`src/design/sact_pkg.sv`:
```
// ----------------------------------------------------------------------------
// sact_pkg: shared types and constants of the set-associative tag store
// Sizes, configuration register indexes, payload structs, way and row
// records, and the rank aging function used by the way unit.
// ----------------------------------------------------------------------------
package sact_pkg;

    // Sizes of the store.
    localparam int MAX_WAYS     = 8;
    localparam int MAX_SETS     = 256;
    localparam int ADDR_WIDTH   = 48;
    localparam int CNT_W        = 48;

    localparam int WAY_IDX_W    = (MAX_WAYS > 1) ? $clog2(MAX_WAYS) : 1;
    localparam int WAY_CNT_W    = $clog2(MAX_WAYS + 1);
    localparam int RANK_W       = WAY_IDX_W;
    localparam int SET_BITS_MAX = $clog2(MAX_SETS + 1) - 1;
    localparam int SET_IDX_W    = (SET_BITS_MAX > 0) ? SET_BITS_MAX : 1;
    localparam int SHIFT_W      = $clog2(15 + SET_BITS_MAX + 1);

    // Configuration port.
    localparam int CFG_IDX_W    = 2;
    localparam int CFG_DATA_W   = 4;

    localparam logic [CFG_IDX_W-1:0] REG_REPLACE_MODE = 2'd0;
    localparam logic [CFG_IDX_W-1:0] REG_OFFSET_BITS  = 2'd1;
    localparam logic [CFG_IDX_W-1:0] REG_SET_BITS     = 2'd2;
    localparam logic [CFG_IDX_W-1:0] REG_WAYS_IN_USE  = 2'd3;

    localparam logic       MODE_FIFO          = 1'b0;
    localparam logic       MODE_LRU           = 1'b1;
    localparam logic       RST_REPLACE_MODE   = MODE_LRU;
    localparam logic [3:0] RST_OFFSET_BITS    = 4'd6;
    localparam logic [3:0] RST_SET_BITS       = 4'd4;
    localparam logic [3:0] RST_WAYS_IN_USE    = 4'd4;

    // Payload of one access transaction.
    typedef struct packed {
        logic                  kind;
        logic [ADDR_WIDTH-1:0] address;
    } access_t;

    // Payload of one result transaction.
    typedef struct packed {
        logic             hit;
        logic             mem_write;
        logic [CNT_W-1:0] read_count;
        logic [CNT_W-1:0] write_count;
        logic [CNT_W-1:0] hit_count;
        logic [CNT_W-1:0] miss_count;
    } result_t;

    // One way of a set, and one full set row as stored in the RAM.
    typedef struct packed {
        logic                  valid;
        logic [ADDR_WIDTH-1:0] tag;
        logic [RANK_W-1:0]     ins_rank;
        logic [RANK_W-1:0]     rec_rank;
    } way_t;

    typedef way_t [MAX_WAYS-1:0] row_t;

    // Row RAM request.
    typedef struct packed {
        logic                 re;
        logic [SET_IDX_W-1:0] raddr;
        logic                 we;
        logic [SET_IDX_W-1:0] waddr;
        row_t                 wdata;
    } ram_req_t;

    // What the way unit needs to know about the current access.
    typedef struct packed {
        logic                  mode;
        logic [ADDR_WIDTH-1:0] tag;
        logic                  hit;
        logic [WAY_IDX_W-1:0]  hit_way;
        logic [RANK_W-1:0]     hit_rank;
        logic                  fill;
        logic [WAY_IDX_W-1:0]  fill_way;
        logic [WAY_IDX_W-1:0]  victim;
        logic [RANK_W-1:0]     vic_ins;
        logic [RANK_W-1:0]     vic_rec;
    } way_ctx_t;

    // What the way unit reports for the way it is given.
    typedef struct packed {
        logic              match;
        logic [RANK_W-1:0] order_rank;
        way_t              upd;
    } way_res_t;

    // Ages a rank by one, saturating at the oldest rank.
    function automatic logic [RANK_W-1:0] age_one(input logic [RANK_W-1:0] r);
        if (r >= RANK_W'(MAX_WAYS - 1))
            return RANK_W'(MAX_WAYS - 1);
        else
            return r + RANK_W'(1);
    endfunction

endpackage

```
`src/design/sact_way_unit.sv`:
```
// ----------------------------------------------------------------------------
// sact_way_unit: shared per-way compare and update unit
// Works on one way per cycle: tag compare and replacement order rank while
// the set is scanned, then the new valid bit, tag and ranks of that way.
// ----------------------------------------------------------------------------
module sact_way_unit (
    input  sact_pkg::way_t                  entry,
    input  logic [sact_pkg::WAY_IDX_W-1:0]  way,
    input  sact_pkg::way_ctx_t              ctx,
    output sact_pkg::way_res_t              res
);

    sact_pkg::way_t upd;

    // Scan outputs: tag match and rank in the chosen replacement order.
    assign res.match      = entry.valid && (entry.tag == ctx.tag);
    assign res.order_rank = (ctx.mode == sact_pkg::MODE_LRU) ? entry.rec_rank
                                                             : entry.ins_rank;

    // Update of this way for a hit, a fill of a free way, or a replacement.
    always_comb
    begin
        upd = entry;
        if (ctx.hit)
        begin
            if (way == ctx.hit_way)
            begin
                upd.rec_rank = '0;
            end
            else if (entry.valid && (entry.rec_rank < ctx.hit_rank))
            begin
                upd.rec_rank = sact_pkg::age_one(entry.rec_rank);
            end
        end
        else if (ctx.fill)
        begin
            if (way == ctx.fill_way)
            begin
                upd.valid    = 1'b1;
                upd.tag      = ctx.tag;
                upd.ins_rank = '0;
                upd.rec_rank = '0;
            end
            else if (entry.valid)
            begin
                upd.ins_rank = sact_pkg::age_one(entry.ins_rank);
                upd.rec_rank = sact_pkg::age_one(entry.rec_rank);
            end
        end
        else
        begin
            if (way == ctx.victim)
            begin
                upd.tag      = ctx.tag;
                upd.ins_rank = '0;
                upd.rec_rank = '0;
            end
            else
            begin
                if (entry.ins_rank < ctx.vic_ins)
                begin
                    upd.ins_rank = sact_pkg::age_one(entry.ins_rank);
                end
                if (entry.rec_rank < ctx.vic_rec)
                begin
                    upd.rec_rank = sact_pkg::age_one(entry.rec_rank);
                end
            end
        end
    end

    assign res.upd = upd;

endmodule

```
`config.mk`:
```
export PLATFORM = sky130hd
export DESIGN_NAME = sact_way_unit
export DESIGN_NICKNAME = d
export VERILOG_FILES = /design/src/design/sact_pkg.sv /design/src/design/sact_way_unit.sv
export SDC_FILE = /design/constraint.sdc
export NUM_CORES = 1
export LEC_CHECK = 0
export CORE_ASPECT_RATIO = 0.75
export CORE_MARGIN = 3
export CORE_UTILIZATION = 40
export DETAILED_ROUTE_END_ITERATION = 10
export DONT_BUFFER_PORTS = 1
export PLACE_DENSITY = 0.57
export SYNTH_ARGS = -nofsm -noshare
export SYNTH_HDL_FRONTEND = slang
export SYNTH_SLANG_ARGS = --single-unit
```
`constraint.sdc`:
```
create_clock -name vclk -period 2.5
set_input_delay 0.125 -clock vclk [all_inputs]
set_output_delay 0.125 -clock vclk [all_outputs]
set_load 0.1 [all_outputs]
```
==> results.sh, run 1 <==
export IMPL_vias_per_cell=5.93
export IMPL_setup_viol=0
export IMPL_netSwitchingFraction=0.797
export IMPL_io_pins=186
export IMPL_die_h_um=63.2
export IMPL_yosysUniqueCellTypes=33
export IMPL_grt_pass1_vias=1634
export IMPL_rows=20
export IMPL_post_cts_repair_setup_buffers=0
export IMPL_rsz0062_at_grt="no"
export IMPL_fillers=408
export IMPL_relSlewSlack=0.265
export IMPL_antenna_cells=0
export IMPL_ctsResizeCount=0
export IMPL_drv_slew=0
export IMPL_final_setup_tns_ns=0
export IMPL_cap_violations=0
export IMPL_clkPwrFrac=0
export IMPL_p_seq_frac=0
export IMPL_register_area_um2=0
export IMPL_seq_cells=0
export IMPL_wl_per_cell_um=19.2
export IMPL_start_util=0.423
export IMPL_required_ns=2.38
export IMPL_vias=1636
export IMPL_antenna_found_initial=0
export IMPL_p_leak_nw=0.761
export IMPL_period_needed_ns=1.87
export IMPL_endpoint_kind="output pin"
export IMPL_power_density_nw_per_um2=467
export IMPL_finalCritPeriodShare=0.748
export IMPL_nets=360
export IMPL_drt_pass1_iterations=4
export IMPL_dp_cells=276
export IMPL_ir_drop_mv=0.401
export IMPL_arrival_ns=1.75
export IMPL_p_comb_frac=1.000
export IMPL_final_cell_area_um2=1930
export IMPL_avgSynthCellArea_um2=8.16
export IMPL_gp_congestion=0.819
export IMPL_place_area_um2=1930
export IMPL_dieArea_um2=5200
export IMPL_routed_wl_um=5290
export IMPL_finalNonFillerCells=276
export IMPL_drive_above_1_share=0.357
export IMPL_drt_iter0_drc=44
export IMPL_final_clkbuf_count=0
export IMPL_area_growth_pct=10.6
export IMPL_status="complete, no violations"
export IMPL_fp_dieW_um=82.3
export IMPL_p_switching_uw=718
export IMPL_synth_seq_area_share=0
export IMPL_multi_input_area_um2=1700
export IMPL_final_cell_mix="47 x mux2_2, 41 x xor2_1, 18 x inv_1, 13 x buf_4, 11 x xnor2_1"
export IMPL_synth_area_um2=1750
export IMPL_path_class="primary input to output pin"
export IMPL_grt_pass1_wl_um=7610
export IMPL_final_common_cell="mux2_2"
export IMPL_startpoint_type="primary input"
export IMPL_grt_start_max_net_pins=30
export IMPL_gr_total_overflow=0
export IMPL_ys_warn_count=0
export IMPL_min_path_cells=2
export IMPL_portBuffers=0
export IMPL_postCtsHoldBufs=0
export IMPL_cellInternalPower_uw=183
export IMPL_synth_nets=351
export IMPL_drcViolationCount=0
export IMPL_core_area_um2=4130
export IMPL_path_max_fanout=3
export IMPL_synth_cells=214
export IMPL_hold_path_class="primary input to output pin"
export IMPL_fmax_ghz=0.535
export IMPL_dpl_hpwl_um=4800
export IMPL_hold_viol_final=0
export IMPL_grt_util_all_layers=0.181
export IMPL_ant_nets=0
export IMPL_worst_pin_slew_ns=1.10
-- layout make-up --
class | instances | area share
inverters | 18 | 0.0350
multi-input cells | 190 | 0.879
repair buffers | 13 | 0.0506
well taps | 55 | 0.0356
-- routing by layer --
layer,share of wire,track usage,vias to the layer above
met3,0.088,0.0186,2
met5,0,0,-
met4,0.0019,0.00830,0
li1,-,-,802
met2,0.49,0.329,88
met1,0.42,0.238,744
-- power by group through the flow --
stage,registers [mW],clock network (mW),logic [mW]
floorplan,0,0,0.837
global placement,0,0,0.902
detailed placement,0,0,0.903
CTS,0,0,0.905
global route,0,0,0.936
finish,0,0,0.901
-- cell usage after synthesis --
| cell type | instances | share of area |
|---|---|---|
| a22oi_1 | 2 | 0.0086 |
| a21oi_2 | 1 | 0.0050 |
| nor4_1 | 11 | 0.039 |
| or4b_4 | 1 | 0.0079 |
| o221ai_1 | 1 | 0.0050 |
| and3_4 | 1 | 0.0065 |
| nand3_1 | 4 | 0.011 |
| xnor2_1 | 11 | 0.055 |
| o2bb2ai_1 | 2 | 0.010 |
| a21oi_1 | 3 | 0.0086 |
| buf_6 | 5 | 0.032 |
| a211oi_1 | 3 | 0.013 |
| nor3b_1 | 2 | 0.0086 |
| a21boi_0 | 1 | 0.0043 |
| nor3_1 | 4 | 0.011 |
| nor2b_1 | 3 | 0.011 |
| nand2_1 | 9 | 0.019 |
| inv_1 | 18 | 0.039 |
| nand4_1 | 4 | 0.014 |
| o22ai_1 | 3 | 0.011 |
| mux2_2 | 47 | 0.30 |
| clkbuf_2 | 1 | 0.0029 |
| o21ai_0 | 9 | 0.026 |
| a2bb2oi_2 | 1 | 0.0086 |
| o31ai_1 | 2 | 0.0086 |
| a31o_2 | 3 | 0.015 |
| nor2_1 | 7 | 0.015 |
| o211ai_2 | 1 | 0.0072 |
| or4b_1 | 1 | 0.0057 |
| o2111ai_1 | 1 | 0.0050 |
| ha_1 | 10 | 0.072 |
| nand3b_1 | 1 | 0.0043 |
| xor2_1 | 41 | 0.21 |
-- stage by stage --
stage	total power, mW	hold WS, ns	setup WS, ns	utilization
after detailed placement	0.903	0.502	0.636	0.468
final	0.901	0.502	0.629	0.468
after global routing	0.936	0.512	0.479	0.468
after floorplan	0.837	0.591	-0.372	-
after global placement	0.902	0.501	0.664	0.468
after CTS	0.905	0.502	0.630	0.468
-- worst max-delay path, cell delays in order --
cell and delay [ns]:
inv_1 0.02, ha_1 0.28, nand2_1 0.05, o2111ai_1 0.25, nor3_1 0.09, a211oi_1 0.55
o2bb2ai_2 0.12, buf_4 0.25
-- path summary, 6_finish.rpt --
check | from | slack [ns] | endpoint
hold / removal | ctx[68] | 0.50 | res[56]
setup / recovery | ctx[15] | 0.63 | res[2]
-- kinds of logic after synthesis --
kind of cell / share of synthesized area
xor+xnor: 0.261
simple gates: 0.155
mux: 0.303
compound gates: 0.135
buf+inv: 0.0738
fa+ha+maj: 0.0717
No activity file was read; power rests on OpenSTA's default activity.
==> run 2, diff against run 1 <==
ABC_AREA = 1   (was unset)
PLACE_DENSITY = 0.59   (was 0.57)
clock period = 1.55 ns   (was 2.5 ns; I/O delays follow)
==> run 2 against run 1 <==
Power increased to 2.8 times the previous value. Count of clock-buffer cells in the layout did not move. Critical path type unchanged. Final cell count is 110% higher. Core utilization is 30 points higher. Area after synthesis is 27% higher. Critical endpoint is now res[0]. Critical path depth is 3 higher. First-iteration DRC count is 140% higher. Sequential cell count is the same. Setup slack worse by 0.47 ns. Routed wire length up 60%. Via count increased by 85%.
==> results.sh, run 2 <==
export IMPL_status="complete, no violations"
export IMPL_power_density_nw_per_um2=649
export IMPL_dp_cells=588
export IMPL_crit_path_max_incr_delay_ns=0.18
export IMPL_vias_per_cell=5.14
export IMPL_area_growth_pct=78.6
export IMPL_relSlewSlack=0.775
export IMPL_min_path_cells=2
export IMPL_rsz0062_at_grt="no"
export IMPL_final_cell_area_um2=3950
export IMPL_ys_warn_count=0
export IMPL_worst_pin_slew_ns=0.336
export IMPL_yosysUniqueCellTypes=25
export IMPL_start_util=0.432
export IMPL_grt_pass1_vias=2879
export IMPL_yosys_area_share_simple=0.458
export IMPL_arrival_ns=1.32
export IMPL_avgSynthCellArea_um2=4.81
export IMPL_ant_nets=0
export IMPL_synth_seq_area_share=0
export IMPL_synth_most_common_cell="nand2_1"
export IMPL_fin_ws_ns=0.156
export IMPL_yosys_area_top_type_share=0.265
export IMPL_min_from="ctx[68]"
export IMPL_yosys_area_share_adder=0.0566
export IMPL_setup_viol=0
export IMPL_wl_per_cell_um=14.4
export IMPL_fmax_ghz=0.717
export IMPL_core_area_um2=5120
export IMPL_drt_iter0_drc=107
export IMPL_grt_start_max_net_pins=34
export IMPL_drt_pass1_iterations=4
export IMPL_synth_top_family_by_area="simple AND/OR/NAND/NOR gates"
export IMPL_critical_path_buf_inv_count=3
export IMPL_endpoint_kind="output pin"
export IMPL_finalNonFillerCells=588
export IMPL_die_h_um=70.4
export IMPL_io_pins=186
export IMPL_antenna_found_initial=0
export IMPL_hold_end="res[57]"
export IMPL_seq_cells=0
export IMPL_routed_wl_um=8490
export IMPL_period_needed_ns=1.39
export IMPL_synth_compound_area_frac=0.218
export IMPL_gr_total_overflow=0
export IMPL_grt_pass1_wl_um=13300
export IMPL_place_area_um2=3950
export IMPL_path_class="primary input to output pin"
export IMPL_ir_drop_mv=0.394
export IMPL_antenna_cells=0
export IMPL_drcViolationCount=0
export IMPL_vias=3024
export IMPL_final_cell_mix="150 x nand2_1, 94 x inv_1, 58 x buf_12, 41 x o21ai_4"
export IMPL_synth_xor_area_frac=0.0633
export IMPL_dieArea_um2=6470
export IMPL_synth_mux_area_fraction=0
export IMPL_fin_hold_ws_ns=0.407
export IMPL_slowest_stage="ha_1"
export IMPL_path_max_fanout=6
export IMPL_crit_family="simple AND/OR/NAND/NOR gates"
export IMPL_netlist_top_cells_count="156 x nand2_1, 95 x inv_1, 40 x o21ai_1"
export IMPL_fp_dieW_um=91.9
export IMPL_postCtsHoldBufs=0
export IMPL_finalCritPeriodShare=0.899
export IMPL_cp_cell_sequence="ha_1 -> ha_1 -> inv_1 -> nand3_1 -> inv_1 -> nand3_1 -> nand4_1 -> nand2_1 -> nand2_1 -> nand2_2 -> buf_12"
export IMPL_hold_path_class="primary input to output pin"
export IMPL_yosys_area_top_type="nand2_1"
export IMPL_nets=655
export IMPL_post_place_ws_ns=0.156
export IMPL_ys_top_cells_by_area="nand2_1 26%, inv_1 16%, o21ai_1 9.0%, o21ai_0 6.8%, ha_1 5.7%"
export IMPL_p_total_mw=2.57
export IMPL_required_ns=1.47
export IMPL_hold_viol_final=0
export IMPL_drv_slew=0
export IMPL_portBuffers=0
export IMPL_synth_cells=460
export IMPL_synth_nets=597
export IMPL_startpoint_type="primary input"
export IMPL_grt_util_all_layers=0.244
export IMPL_synth_area_um2=2210
export IMPL_gp_congestion=0.960
export IMPL_p_leak_nw=2.01
export IMPL_cap_violations=0
export IMPL_post_cts_repair_setup_buffers=0
export IMPL_dpl_hpwl_um=7790
export IMPL_rows=22
export IMPL_final_common_cell="nand2_1"
export IMPL_final_clkbuf_count=0
export IMPL_drive_above_1_share=0.293
export IMPL_register_area_um2=0
run 2: timing repair:
item                                    CTS  global route
gates resized for setup                   0             1
endpoints found under the setup margin    0             2
hold endpoints to repair                  0             0
run 2: layout make-up:
type / instances / area (um^2)
Multi-Input combinational cell: 351 / 2260
Timing Repair Buffer: 67 / 1230
Fill cell: 394 / 1170
Inverter: 98 / 368
Tap cell: 72 / 90.1
run 2: cells by family after synthesis:
family | after synthesis
buffers and inverters | 109
and+or+nand+nor | 237
AOI/OAI and AO/OA | 88
xor gates and xnor gates | 16
adders and majority gates | 10
run 2: per-layer routing:
| metal | GRT usage | wire length, um |
|---|---|---|
| met5 | 0 | 0 |
| met4 | 0.0461 | 199 |
| met3 | 0.109 | 1140 |
| met2 | 0.436 | 4020 |
| met1 | 0.268 | 3140 |
run 2: power breakdown:
part	internal [mW]	total [mW]	switching, mW
sequential	0	0	0
combinational	0.864	2.57	1.70
clock	0	0	0
run 2: worst max-delay path by stage:
stage,start,to,slack (ns),cells after the start
after floorplan,way[1],res[25],-0.27,6
after global placement,ctx[15],res[0],0.17,9
after detailed placement,ctx[15],res[0],0.16,9
after CTS,ctx[15],res[0],0.15,9
after global routing,ctx[15],res[2],0.07,9
final,entry[0],res[0],0.16,11
run 2: stage by stage:
step           setup TNS (ns)  utilization
3_3_place_gp                0        0.771
4_1_cts                     0        0.771
5_1_grt                     0        0.772
6_report                    0        0.772
2_1_floorplan           -1.83            -
3_5_place_dp                0        0.771
