## src/design/sact_pkg.sv

```systemverilog
// ----------------------------------------------------------------------------
// sact_pkg: shared types and constants of the set-associative tag store
// Sizes, configuration register indexes, payload structs, way and row
// records, and the rank aging function used by the way unit.
// ----------------------------------------------------------------------------
package sact_pkg;

    // Sizes of the store.
    localparam int MAX_WAYS     = 8;
    localparam int MAX_SETS     = 256;
    localparam int ADDR_WIDTH   = 48;
    localparam int CNT_W        = 48;

    localparam int WAY_IDX_W    = (MAX_WAYS > 1) ? $clog2(MAX_WAYS) : 1;
    localparam int WAY_CNT_W    = $clog2(MAX_WAYS + 1);
    localparam int RANK_W       = WAY_IDX_W;
    localparam int SET_BITS_MAX = $clog2(MAX_SETS + 1) - 1;
    localparam int SET_IDX_W    = (SET_BITS_MAX > 0) ? SET_BITS_MAX : 1;
    localparam int SHIFT_W      = $clog2(15 + SET_BITS_MAX + 1);

    // Configuration port.
    localparam int CFG_IDX_W    = 2;
    localparam int CFG_DATA_W   = 4;

    localparam logic [CFG_IDX_W-1:0] REG_REPLACE_MODE = 2'd0;
    localparam logic [CFG_IDX_W-1:0] REG_OFFSET_BITS  = 2'd1;
    localparam logic [CFG_IDX_W-1:0] REG_SET_BITS     = 2'd2;
    localparam logic [CFG_IDX_W-1:0] REG_WAYS_IN_USE  = 2'd3;

    localparam logic       MODE_FIFO          = 1'b0;
    localparam logic       MODE_LRU           = 1'b1;
    localparam logic       RST_REPLACE_MODE   = MODE_LRU;
    localparam logic [3:0] RST_OFFSET_BITS    = 4'd6;
    localparam logic [3:0] RST_SET_BITS       = 4'd4;
    localparam logic [3:0] RST_WAYS_IN_USE    = 4'd4;

    // Payload of one access transaction.
    typedef struct packed {
        logic                  kind;
        logic [ADDR_WIDTH-1:0] address;
    } access_t;

    // Payload of one result transaction.
    typedef struct packed {
        logic             hit;
        logic             mem_write;
        logic [CNT_W-1:0] read_count;
        logic [CNT_W-1:0] write_count;
        logic [CNT_W-1:0] hit_count;
        logic [CNT_W-1:0] miss_count;
    } result_t;

    // One way of a set, and one full set row as stored in the RAM.
    typedef struct packed {
        logic                  valid;
        logic [ADDR_WIDTH-1:0] tag;
        logic [RANK_W-1:0]     ins_rank;
        logic [RANK_W-1:0]     rec_rank;
    } way_t;

    typedef way_t [MAX_WAYS-1:0] row_t;

    // Row RAM request.
    typedef struct packed {
        logic                 re;
        logic [SET_IDX_W-1:0] raddr;
        logic                 we;
        logic [SET_IDX_W-1:0] waddr;
        row_t                 wdata;
    } ram_req_t;

    // What the way unit needs to know about the current access.
    typedef struct packed {
        logic                  mode;
        logic [ADDR_WIDTH-1:0] tag;
        logic                  hit;
        logic [WAY_IDX_W-1:0]  hit_way;
        logic [RANK_W-1:0]     hit_rank;
        logic                  fill;
        logic [WAY_IDX_W-1:0]  fill_way;
        logic [WAY_IDX_W-1:0]  victim;
        logic [RANK_W-1:0]     vic_ins;
        logic [RANK_W-1:0]     vic_rec;
    } way_ctx_t;

    // What the way unit reports for the way it is given.
    typedef struct packed {
        logic              match;
        logic [RANK_W-1:0] order_rank;
        way_t              upd;
    } way_res_t;

    // Ages a rank by one, saturating at the oldest rank.
    function automatic logic [RANK_W-1:0] age_one(input logic [RANK_W-1:0] r);
        if (r >= RANK_W'(MAX_WAYS - 1))
            return RANK_W'(MAX_WAYS - 1);
        else
            return r + RANK_W'(1);
    endfunction

endpackage

```

## src/design/sact_ctrl.sv

```systemverilog
// ----------------------------------------------------------------------------
// sact_ctrl: access sequencer
// Holds the configuration and counters, splits the address, reads the set
// row, walks the ways through the shared way unit twice (scan, then
// update), writes the row back and issues the result.
// ----------------------------------------------------------------------------
module sact_ctrl (
    input  logic                              clk,
    input  logic                              rst_n,
    input  logic                              start,
    output logic                              busy,
    input  sact_pkg::access_t                 access,
    input  logic                              cfg_valid,
    output logic                              cfg_ready,
    input  logic [sact_pkg::CFG_IDX_W-1:0]    cfg_index,
    input  logic [sact_pkg::CFG_DATA_W-1:0]   cfg_data,
    output logic                              done,
    output sact_pkg::result_t                 result,
    output sact_pkg::ram_req_t                ram_req,
    input  sact_pkg::row_t                    ram_rdata,
    output sact_pkg::way_t                    unit_entry,
    output logic [sact_pkg::WAY_IDX_W-1:0]    unit_way,
    output sact_pkg::way_ctx_t                unit_ctx,
    input  sact_pkg::way_res_t                unit_res
);

    typedef enum logic [5:0] {
        ST_IDLE   = 6'b000001,
        ST_READ   = 6'b000010,
        ST_LOAD   = 6'b000100,
        ST_SCAN   = 6'b001000,
        ST_UPDATE = 6'b010000,
        ST_WRITE  = 6'b100000
    } state_t;

    state_t state_reg, state_next;

    // Configuration registers.
    logic       mode_reg;
    logic [3:0] offset_reg;
    logic [3:0] set_bits_reg;
    logic [3:0] ways_reg;

    // Running counters and result.
    logic [sact_pkg::CNT_W-1:0] reads_reg, writes_reg, hits_reg, misses_reg;
    logic [sact_pkg::CNT_W-1:0] reads_next, writes_next, hits_next, misses_next;
    logic                       done_reg;
    sact_pkg::result_t          result_reg;

    // Per-set flag: row has been written since reset.
    logic row_init_reg [sact_pkg::MAX_SETS];
    logic init_q_reg;

    // Access context.
    logic                               kind_reg;
    logic [sact_pkg::ADDR_WIDTH-1:0]    tag_reg;
    logic [sact_pkg::SET_IDX_W-1:0]     set_reg;
    logic [sact_pkg::WAY_CNT_W-1:0]     n_reg;
    logic [sact_pkg::WAY_IDX_W-1:0]     w_reg;
    sact_pkg::row_t                     row_reg;
    sact_pkg::row_t                     load_row;

    // Scan results.
    logic                               hit_reg;
    logic [sact_pkg::WAY_IDX_W-1:0]     hit_way_reg;
    logic [sact_pkg::RANK_W-1:0]        hit_rank_reg;
    logic                               fill_reg;
    logic [sact_pkg::WAY_IDX_W-1:0]     fill_way_reg;
    logic [sact_pkg::RANK_W-1:0]        best_reg;
    logic [sact_pkg::WAY_IDX_W-1:0]     victim_reg;
    logic [sact_pkg::RANK_W-1:0]        vic_ins_reg;
    logic [sact_pkg::RANK_W-1:0]        vic_rec_reg;

    // Address split and effective configuration.
    logic                               accept;
    logic [3:0]                         sb_eff;
    logic [sact_pkg::SHIFT_W-1:0]       tag_shift;
    logic [sact_pkg::SET_IDX_W-1:0]     set_mask;
    logic [sact_pkg::ADDR_WIDTH-1:0]    tag_in;
    logic [sact_pkg::SET_IDX_W-1:0]     set_in;
    logic [sact_pkg::WAY_CNT_W-1:0]     n_in;
    logic                               last_way;

    assign accept    = start && (state_reg == ST_IDLE);
    assign busy      = (state_reg != ST_IDLE);
    assign cfg_ready = 1'b1;

    // Set count saturates to what fits in the store; way count to 1..MAX_WAYS.
    always_comb
    begin
        if (set_bits_reg > 4'(sact_pkg::SET_BITS_MAX))
            sb_eff = 4'(sact_pkg::SET_BITS_MAX);
        else
            sb_eff = set_bits_reg;

        if (ways_reg == 4'd0)
            n_in = sact_pkg::WAY_CNT_W'(1);
        else if (32'(ways_reg) > sact_pkg::MAX_WAYS)
            n_in = sact_pkg::WAY_CNT_W'(sact_pkg::MAX_WAYS);
        else
            n_in = sact_pkg::WAY_CNT_W'(ways_reg);
    end

    assign tag_shift = sact_pkg::SHIFT_W'(offset_reg) + sact_pkg::SHIFT_W'(sb_eff);
    assign tag_in    = access.address >> tag_shift;
    assign set_mask  = (sact_pkg::SET_IDX_W'(1) << sb_eff) - sact_pkg::SET_IDX_W'(1);
    assign set_in    = sact_pkg::SET_IDX_W'(access.address >> offset_reg) & set_mask;

    assign last_way  = (sact_pkg::WAY_CNT_W'(w_reg) == (n_reg - sact_pkg::WAY_CNT_W'(1)));

    // A set never written since reset reads as all ways free with zero ranks.
    assign load_row  = init_q_reg ? ram_rdata : '0;

    // Shared way unit hookup.
    assign unit_entry       = row_reg[w_reg];
    assign unit_way         = w_reg;
    assign unit_ctx.mode     = mode_reg;
    assign unit_ctx.tag      = tag_reg;
    assign unit_ctx.hit      = hit_reg;
    assign unit_ctx.hit_way  = hit_way_reg;
    assign unit_ctx.hit_rank = hit_rank_reg;
    assign unit_ctx.fill     = fill_reg;
    assign unit_ctx.fill_way = fill_way_reg;
    assign unit_ctx.victim   = victim_reg;
    assign unit_ctx.vic_ins  = vic_ins_reg;
    assign unit_ctx.vic_rec  = vic_rec_reg;

    // Row RAM requests.
    assign ram_req.re    = (state_reg == ST_READ);
    assign ram_req.raddr = set_reg;
    assign ram_req.we    = (state_reg == ST_WRITE);
    assign ram_req.waddr = set_reg;
    assign ram_req.wdata = row_reg;

    // Counter values after this access.
    always_comb
    begin
        hits_next   = hits_reg + sact_pkg::CNT_W'(hit_reg);
        misses_next = misses_reg + sact_pkg::CNT_W'(!hit_reg);
        reads_next  = reads_reg + sact_pkg::CNT_W'(!hit_reg);
        writes_next = writes_reg + sact_pkg::CNT_W'(kind_reg);
    end

    // Sequencer.
    always_comb
    begin
        state_next = state_reg;
        case (state_reg)
            ST_IDLE:   if (start) state_next = ST_READ;
            ST_READ:   state_next = ST_LOAD;
            ST_LOAD:   state_next = ST_SCAN;
            ST_SCAN:   if (last_way) state_next = ST_UPDATE;
            ST_UPDATE: if (last_way) state_next = ST_WRITE;
            ST_WRITE:  state_next = ST_IDLE;
            default:   state_next = ST_IDLE;
        endcase
    end

    // Control state, configuration, counters and set flags.
    always_ff @(posedge clk or negedge rst_n)
    begin
        if (!rst_n)
        begin
            state_reg    <= ST_IDLE;
            mode_reg     <= sact_pkg::RST_REPLACE_MODE;
            offset_reg   <= sact_pkg::RST_OFFSET_BITS;
            set_bits_reg <= sact_pkg::RST_SET_BITS;
            ways_reg     <= sact_pkg::RST_WAYS_IN_USE;
            reads_reg    <= '0;
            writes_reg   <= '0;
            hits_reg     <= '0;
            misses_reg   <= '0;
            done_reg     <= 1'b0;
            for (int i = 0; i < sact_pkg::MAX_SETS; i++)
            begin
                row_init_reg[i] <= 1'b0;
            end
        end
        else
        begin
            state_reg <= state_next;
            done_reg  <= (state_reg == ST_WRITE);

            if (cfg_valid && cfg_ready)
            begin
                case (cfg_index)
                    sact_pkg::REG_REPLACE_MODE: mode_reg     <= cfg_data[0];
                    sact_pkg::REG_OFFSET_BITS:  offset_reg   <= cfg_data[3:0];
                    sact_pkg::REG_SET_BITS:     set_bits_reg <= cfg_data[3:0];
                    sact_pkg::REG_WAYS_IN_USE:  ways_reg     <= cfg_data[3:0];
                    default: ;
                endcase
            end

            if (state_reg == ST_WRITE)
            begin
                reads_reg             <= reads_next;
                writes_reg            <= writes_next;
                hits_reg              <= hits_next;
                misses_reg            <= misses_next;
                row_init_reg[set_reg] <= 1'b1;
            end
        end
    end

    // Access datapath: context, row copy, scan and update of the ways.
    always_ff @(posedge clk)
    begin
        case (state_reg)
            ST_IDLE:
            begin
                if (accept)
                begin
                    kind_reg <= access.kind;
                    tag_reg  <= tag_in;
                    set_reg  <= set_in;
                    n_reg    <= n_in;
                end
            end
            ST_READ:
            begin
                init_q_reg <= row_init_reg[set_reg];
            end
            ST_LOAD:
            begin
                row_reg     <= load_row;
                w_reg       <= '0;
                hit_reg     <= 1'b0;
                fill_reg    <= 1'b0;
                best_reg    <= '0;
                victim_reg  <= '0;
                vic_ins_reg <= load_row[0].ins_rank;
                vic_rec_reg <= load_row[0].rec_rank;
            end
            ST_SCAN:
            begin
                // First matching way is the hit way.
                if (unit_res.match && !hit_reg)
                begin
                    hit_reg      <= 1'b1;
                    hit_way_reg  <= w_reg;
                    hit_rank_reg <= unit_entry.rec_rank;
                end
                // Lowest free way is the fill target.
                if (!unit_entry.valid && !fill_reg)
                begin
                    fill_reg     <= 1'b1;
                    fill_way_reg <= w_reg;
                end
                // Lowest way of greatest rank is the victim.
                if (unit_res.order_rank > best_reg)
                begin
                    best_reg    <= unit_res.order_rank;
                    victim_reg  <= w_reg;
                    vic_ins_reg <= unit_entry.ins_rank;
                    vic_rec_reg <= unit_entry.rec_rank;
                end
                w_reg <= last_way ? '0 : w_reg + sact_pkg::WAY_IDX_W'(1);
            end
            ST_UPDATE:
            begin
                row_reg[w_reg] <= unit_res.upd;
                w_reg          <= w_reg + sact_pkg::WAY_IDX_W'(1);
            end
            ST_WRITE:
            begin
                result_reg.hit         <= hit_reg;
                result_reg.mem_write   <= kind_reg;
                result_reg.read_count  <= reads_next;
                result_reg.write_count <= writes_next;
                result_reg.hit_count   <= hits_next;
                result_reg.miss_count  <= misses_next;
            end
            default: ;
        endcase
    end

    assign done   = done_reg;
    assign result = result_reg;

endmodule

```

## config.mk

```make
export PLATFORM = sky130hd
export DESIGN_NAME = sact_ctrl
export DESIGN_NICKNAME = d
export VERILOG_FILES = /design/src/design/sact_pkg.sv /design/src/design/sact_ctrl.sv
export SDC_FILE = /design/constraint.sdc
export NUM_CORES = 2
export LEC_CHECK = 0
export BUFFER_PORTS_ARGS = -buffer_cell sky130_fd_sc_hd__buf_2
export CORE_AREA = 2 2 524 526
export CTS_CLUSTER_DIAMETER = 40
export CTS_CLUSTER_SIZE = 28
export DETAILED_ROUTE_END_ITERATION = 10
export DIE_AREA = 0 0 526 528
export PLACE_DENSITY = 0.42
export SLEW_MARGIN = 20
export SYNTH_ARGS = -nofsm -noshare
export SYNTH_HDL_FRONTEND = slang
export SYNTH_SLANG_ARGS = --single-unit
```

## constraint.sdc

```tcl
create_clock -name clk -period 8 [get_ports clk]
set_input_delay 0.8 -clock clk [delete_from_list [all_inputs] [get_ports clk]]
set_output_delay 0.8 -clock clk [all_outputs]
set_load 0.01 [all_outputs]
```

==> results.toml <==
[yosys]
yosys-top-cells-area = "edfxtp_1, dfrtp_1, mux4_2"
synth_edf_count = 722
yosys_warnings = 0
synthFlopType = "edfxtp_1"
synth_area_per_cell_sq_um = 13.4
synth_top_cell_by_area = "edfxtp_1"
synth-seq-area-share_pct = 59.1
async_reset_ff_share_pct = 39.3
synthDistinctLibCells = 68
synth_seq_cells = 1190
synthesis.nets = 4778
yosys.area.top_type_share_pct = 38.4
syn-cell-area_sq_um = 56500
syn_inst = 4201

[cts]
cts-root-buf = "clkbuf_16"
post_cts_resize_count = 0
worstSkewPairLatency_ns = 0.87
post_cts_buffers = 0
cts-buffers-inserted = 273
cts-htree-levels = 5
cts_buffer_depth = 4
cts.sinks = 1190
clk_pin_slew_ns = 0.05
cts_tree = "done"

[global_route]
grt_pass1_wl_um = 421000
overflow = 0
grt_pass1_vias = 44500
grt_util_all_layers_pct = 22.4
antenna_found_initial = 177
grt_start_max_net_pins = 203

[worst_setup_path]
cp.arrival_ns = 4.05
path_cells = "buf_4, buf_4, mux4_2, mux2_2, buf_2"
slowest_stage = "edfxtp_1"
reg2reg_setup_slack_ns = 3.90
worst_setup_path_end_kind = "output port"
cp_common_cell = "buf_4"
crit_required_ns = 7.20
start_kind = "register"
path_class = "reg2out"
cpPeakStageDelay_ns = 0.86
critPathMaxFanout = 33

[final_layout]
final_common_cell = "buf_2"
largest_reg_flops = 440
post_route_cells_drive_above_1_share_pct = 38.8
final_net_count = 6105
final_cell_mix = "buf_2, edfxtp_1, dfrtp_1"
area_growth_syn_to_layout_pct = 36.1

[pwr]
power_frac_comb_pct = 18.4
p_clk_share_pct = 49.4
pwr-share-seq_pct = 32.2
power_density_nw_per_um2 = 306
switching_share_pct = 31.0
power.leakage_nw = 34.4
intPower_mw = 16.2
ir_drop_uv = 149
power.switching_mw = 7.30
p_total_mw = 23.5

[routing]
wl_met2_um = 153000
drc = 0
finalWirelength_um = 325000
vias_per_cell = 4.82
wl_met3_um = 30000
topRoutingLayerUsed = "met5"
wl_per_cell_um = 34.3
wl_met1_um = 127000
vias = 45700
drtPass1Iterations = 6
ant_nets = 0
drtIter0Drc = 4451

[floorplan]
die_w_um = 526
ios = 1340
die_y_um = 528
coreArea_sq_um = 272000
initial_core_util_pct = 20.7
dieArea_sq_um = 278000
rows = 192

[sta]
tns_ns = 0
rsz0062_at_grt = "no"
setup_viol = 0
slew_headroom_pct = 18.8
post-route-period-util_pct = 60.7
clock-skew-final_ns = 0.0720
hold_viol = 0
fin_crit_ns = 4.85
fmax_mhz = 206
finalMaxSlewViolations = 0
worstMarginPinSlew_ns = 1.22

[placed_design]
dpl.hpwl_um = 250000
gp_congestion = 0.996
io_buffer_count = 1338

[status]
status = "completed"

[flow_run]
drv_cap = 0

[min_path]
hold_class = "in2reg"
synthesized netlist by cell type, types with 22 or more instances:
master,instances
buf_2,58
a22oi_1,28
a21oi_1,40
and2_1,22
nor2_1,208
a21o_1,199
a22o_1,441
nor3_1,68
clkbuf_1,216
xor2_1,178
nand2_1,334
xnor2_1,202
mux2i_1,78
o21bai_1,65
inv_1,35
nand4_1,55
mux2_2,79
buf_1,67
o21ai_0,71
edfxtp_1,722
mux4_2,198
and3_1,30
dfrtp_1,462
nand3_1,121
per-stage QoR:
stage	setup slack [ns]	instances	hold slack [ns]	cell area, sq um	util (%)
after CTS	3.00	9333	0.0877	76500	28.1
final	3.15	9475	0.169	76900	28.2
after global placement	3.84	8840	0.432	67000	24.6
after global routing	2.99	9448	0.114	76800	28.2
after detailed placement	3.82	8841	0.438	67100	24.6
after floorplan	0.245	4201	0.423	56500	-
power by group through the flow:
stage,Sequential [mW],Clock [mW],Combinational (mW)
5_1_grt,7.59,12.1,4.61
2_1_floorplan,7.53,0,2.24
3_3_place_gp,7.67,0,4.38
4_1_cts,7.57,11.8,4.40
6_report,7.57,11.6,4.34
3_5_place_dp,7.66,0,4.37
per-layer routing:
layer | up-vias | track usage, %
met5 | - | 0
met3 | 613 | 7.23
met2 | 2543 | 36.0
met4 | 30 | 9.91
li1 | 18800 | -
met1 | 23700 | 27.2
critical path: cells and delay by family, from the launching register on:
kind | cells | cell delay (ns)
flops | 1 | 0.86
mux | 2 | 0.79
buf+inv | 3 | 1.53
path summary, 6_finish.rpt:
kind,startpoint,endpoint,cells past startpoint
setup reg to reg,unit_way[1]$_SDFFCE_PN0P_,ram_req[116]$_DFFE_PP_,7
hold / removal,access[48],kind_reg$_DFFE_PP_,1
max in group asynchronous,rst_n,reads_reg[17]$_DFFE_PN0P_,4
min in group asynchronous,rst_n,row_init_reg[219]$_DFFE_PN0P_,2
hold reg to reg,row_init_reg[148]$_DFFE_PN0P_,row_init_reg[148]$_DFFE_PN0P_,1
setup / recovery,unit_way[1]$_SDFFCE_PN0P_,unit_entry[7],5
cell families (layout without fill, tap and decap cells):
group | after synthesis | in the layout | share of synthesized area, %
compound gates | 888 | 888 | 12.3
xor+xnor | 380 | 380 | 5.89
fa+ha+maj | 19 | 19 | 0.434
buf+inv | 403 | 1946 | 3.00
flops | 1190 | 1190 | 59.1
mux | 355 | 355 | 10.9
other cells | 1 | 143 | 0.00664
simple gates | 965 | 965 | 8.37
what timing repair did:
action	4_1_cts	5_1_grt
endpoints found under the setup margin	0	0
hold buffers	1	0
endpoints found under the hold margin	68	0
layout make-up:
class	instances	area, sq um
Clock inverter	181	2260
Multi-Input combinational cell	2608	21700
Tap cell	3589	4490
Antenna cell	142	355
Clock buffer	310	7160
Timing Repair Buffer	1419	7420
Inverter	36	143
Sequential cell	1190	33400
Fill cell	28300	196000
Note: power is estimated with default switching activity, not from simulation.
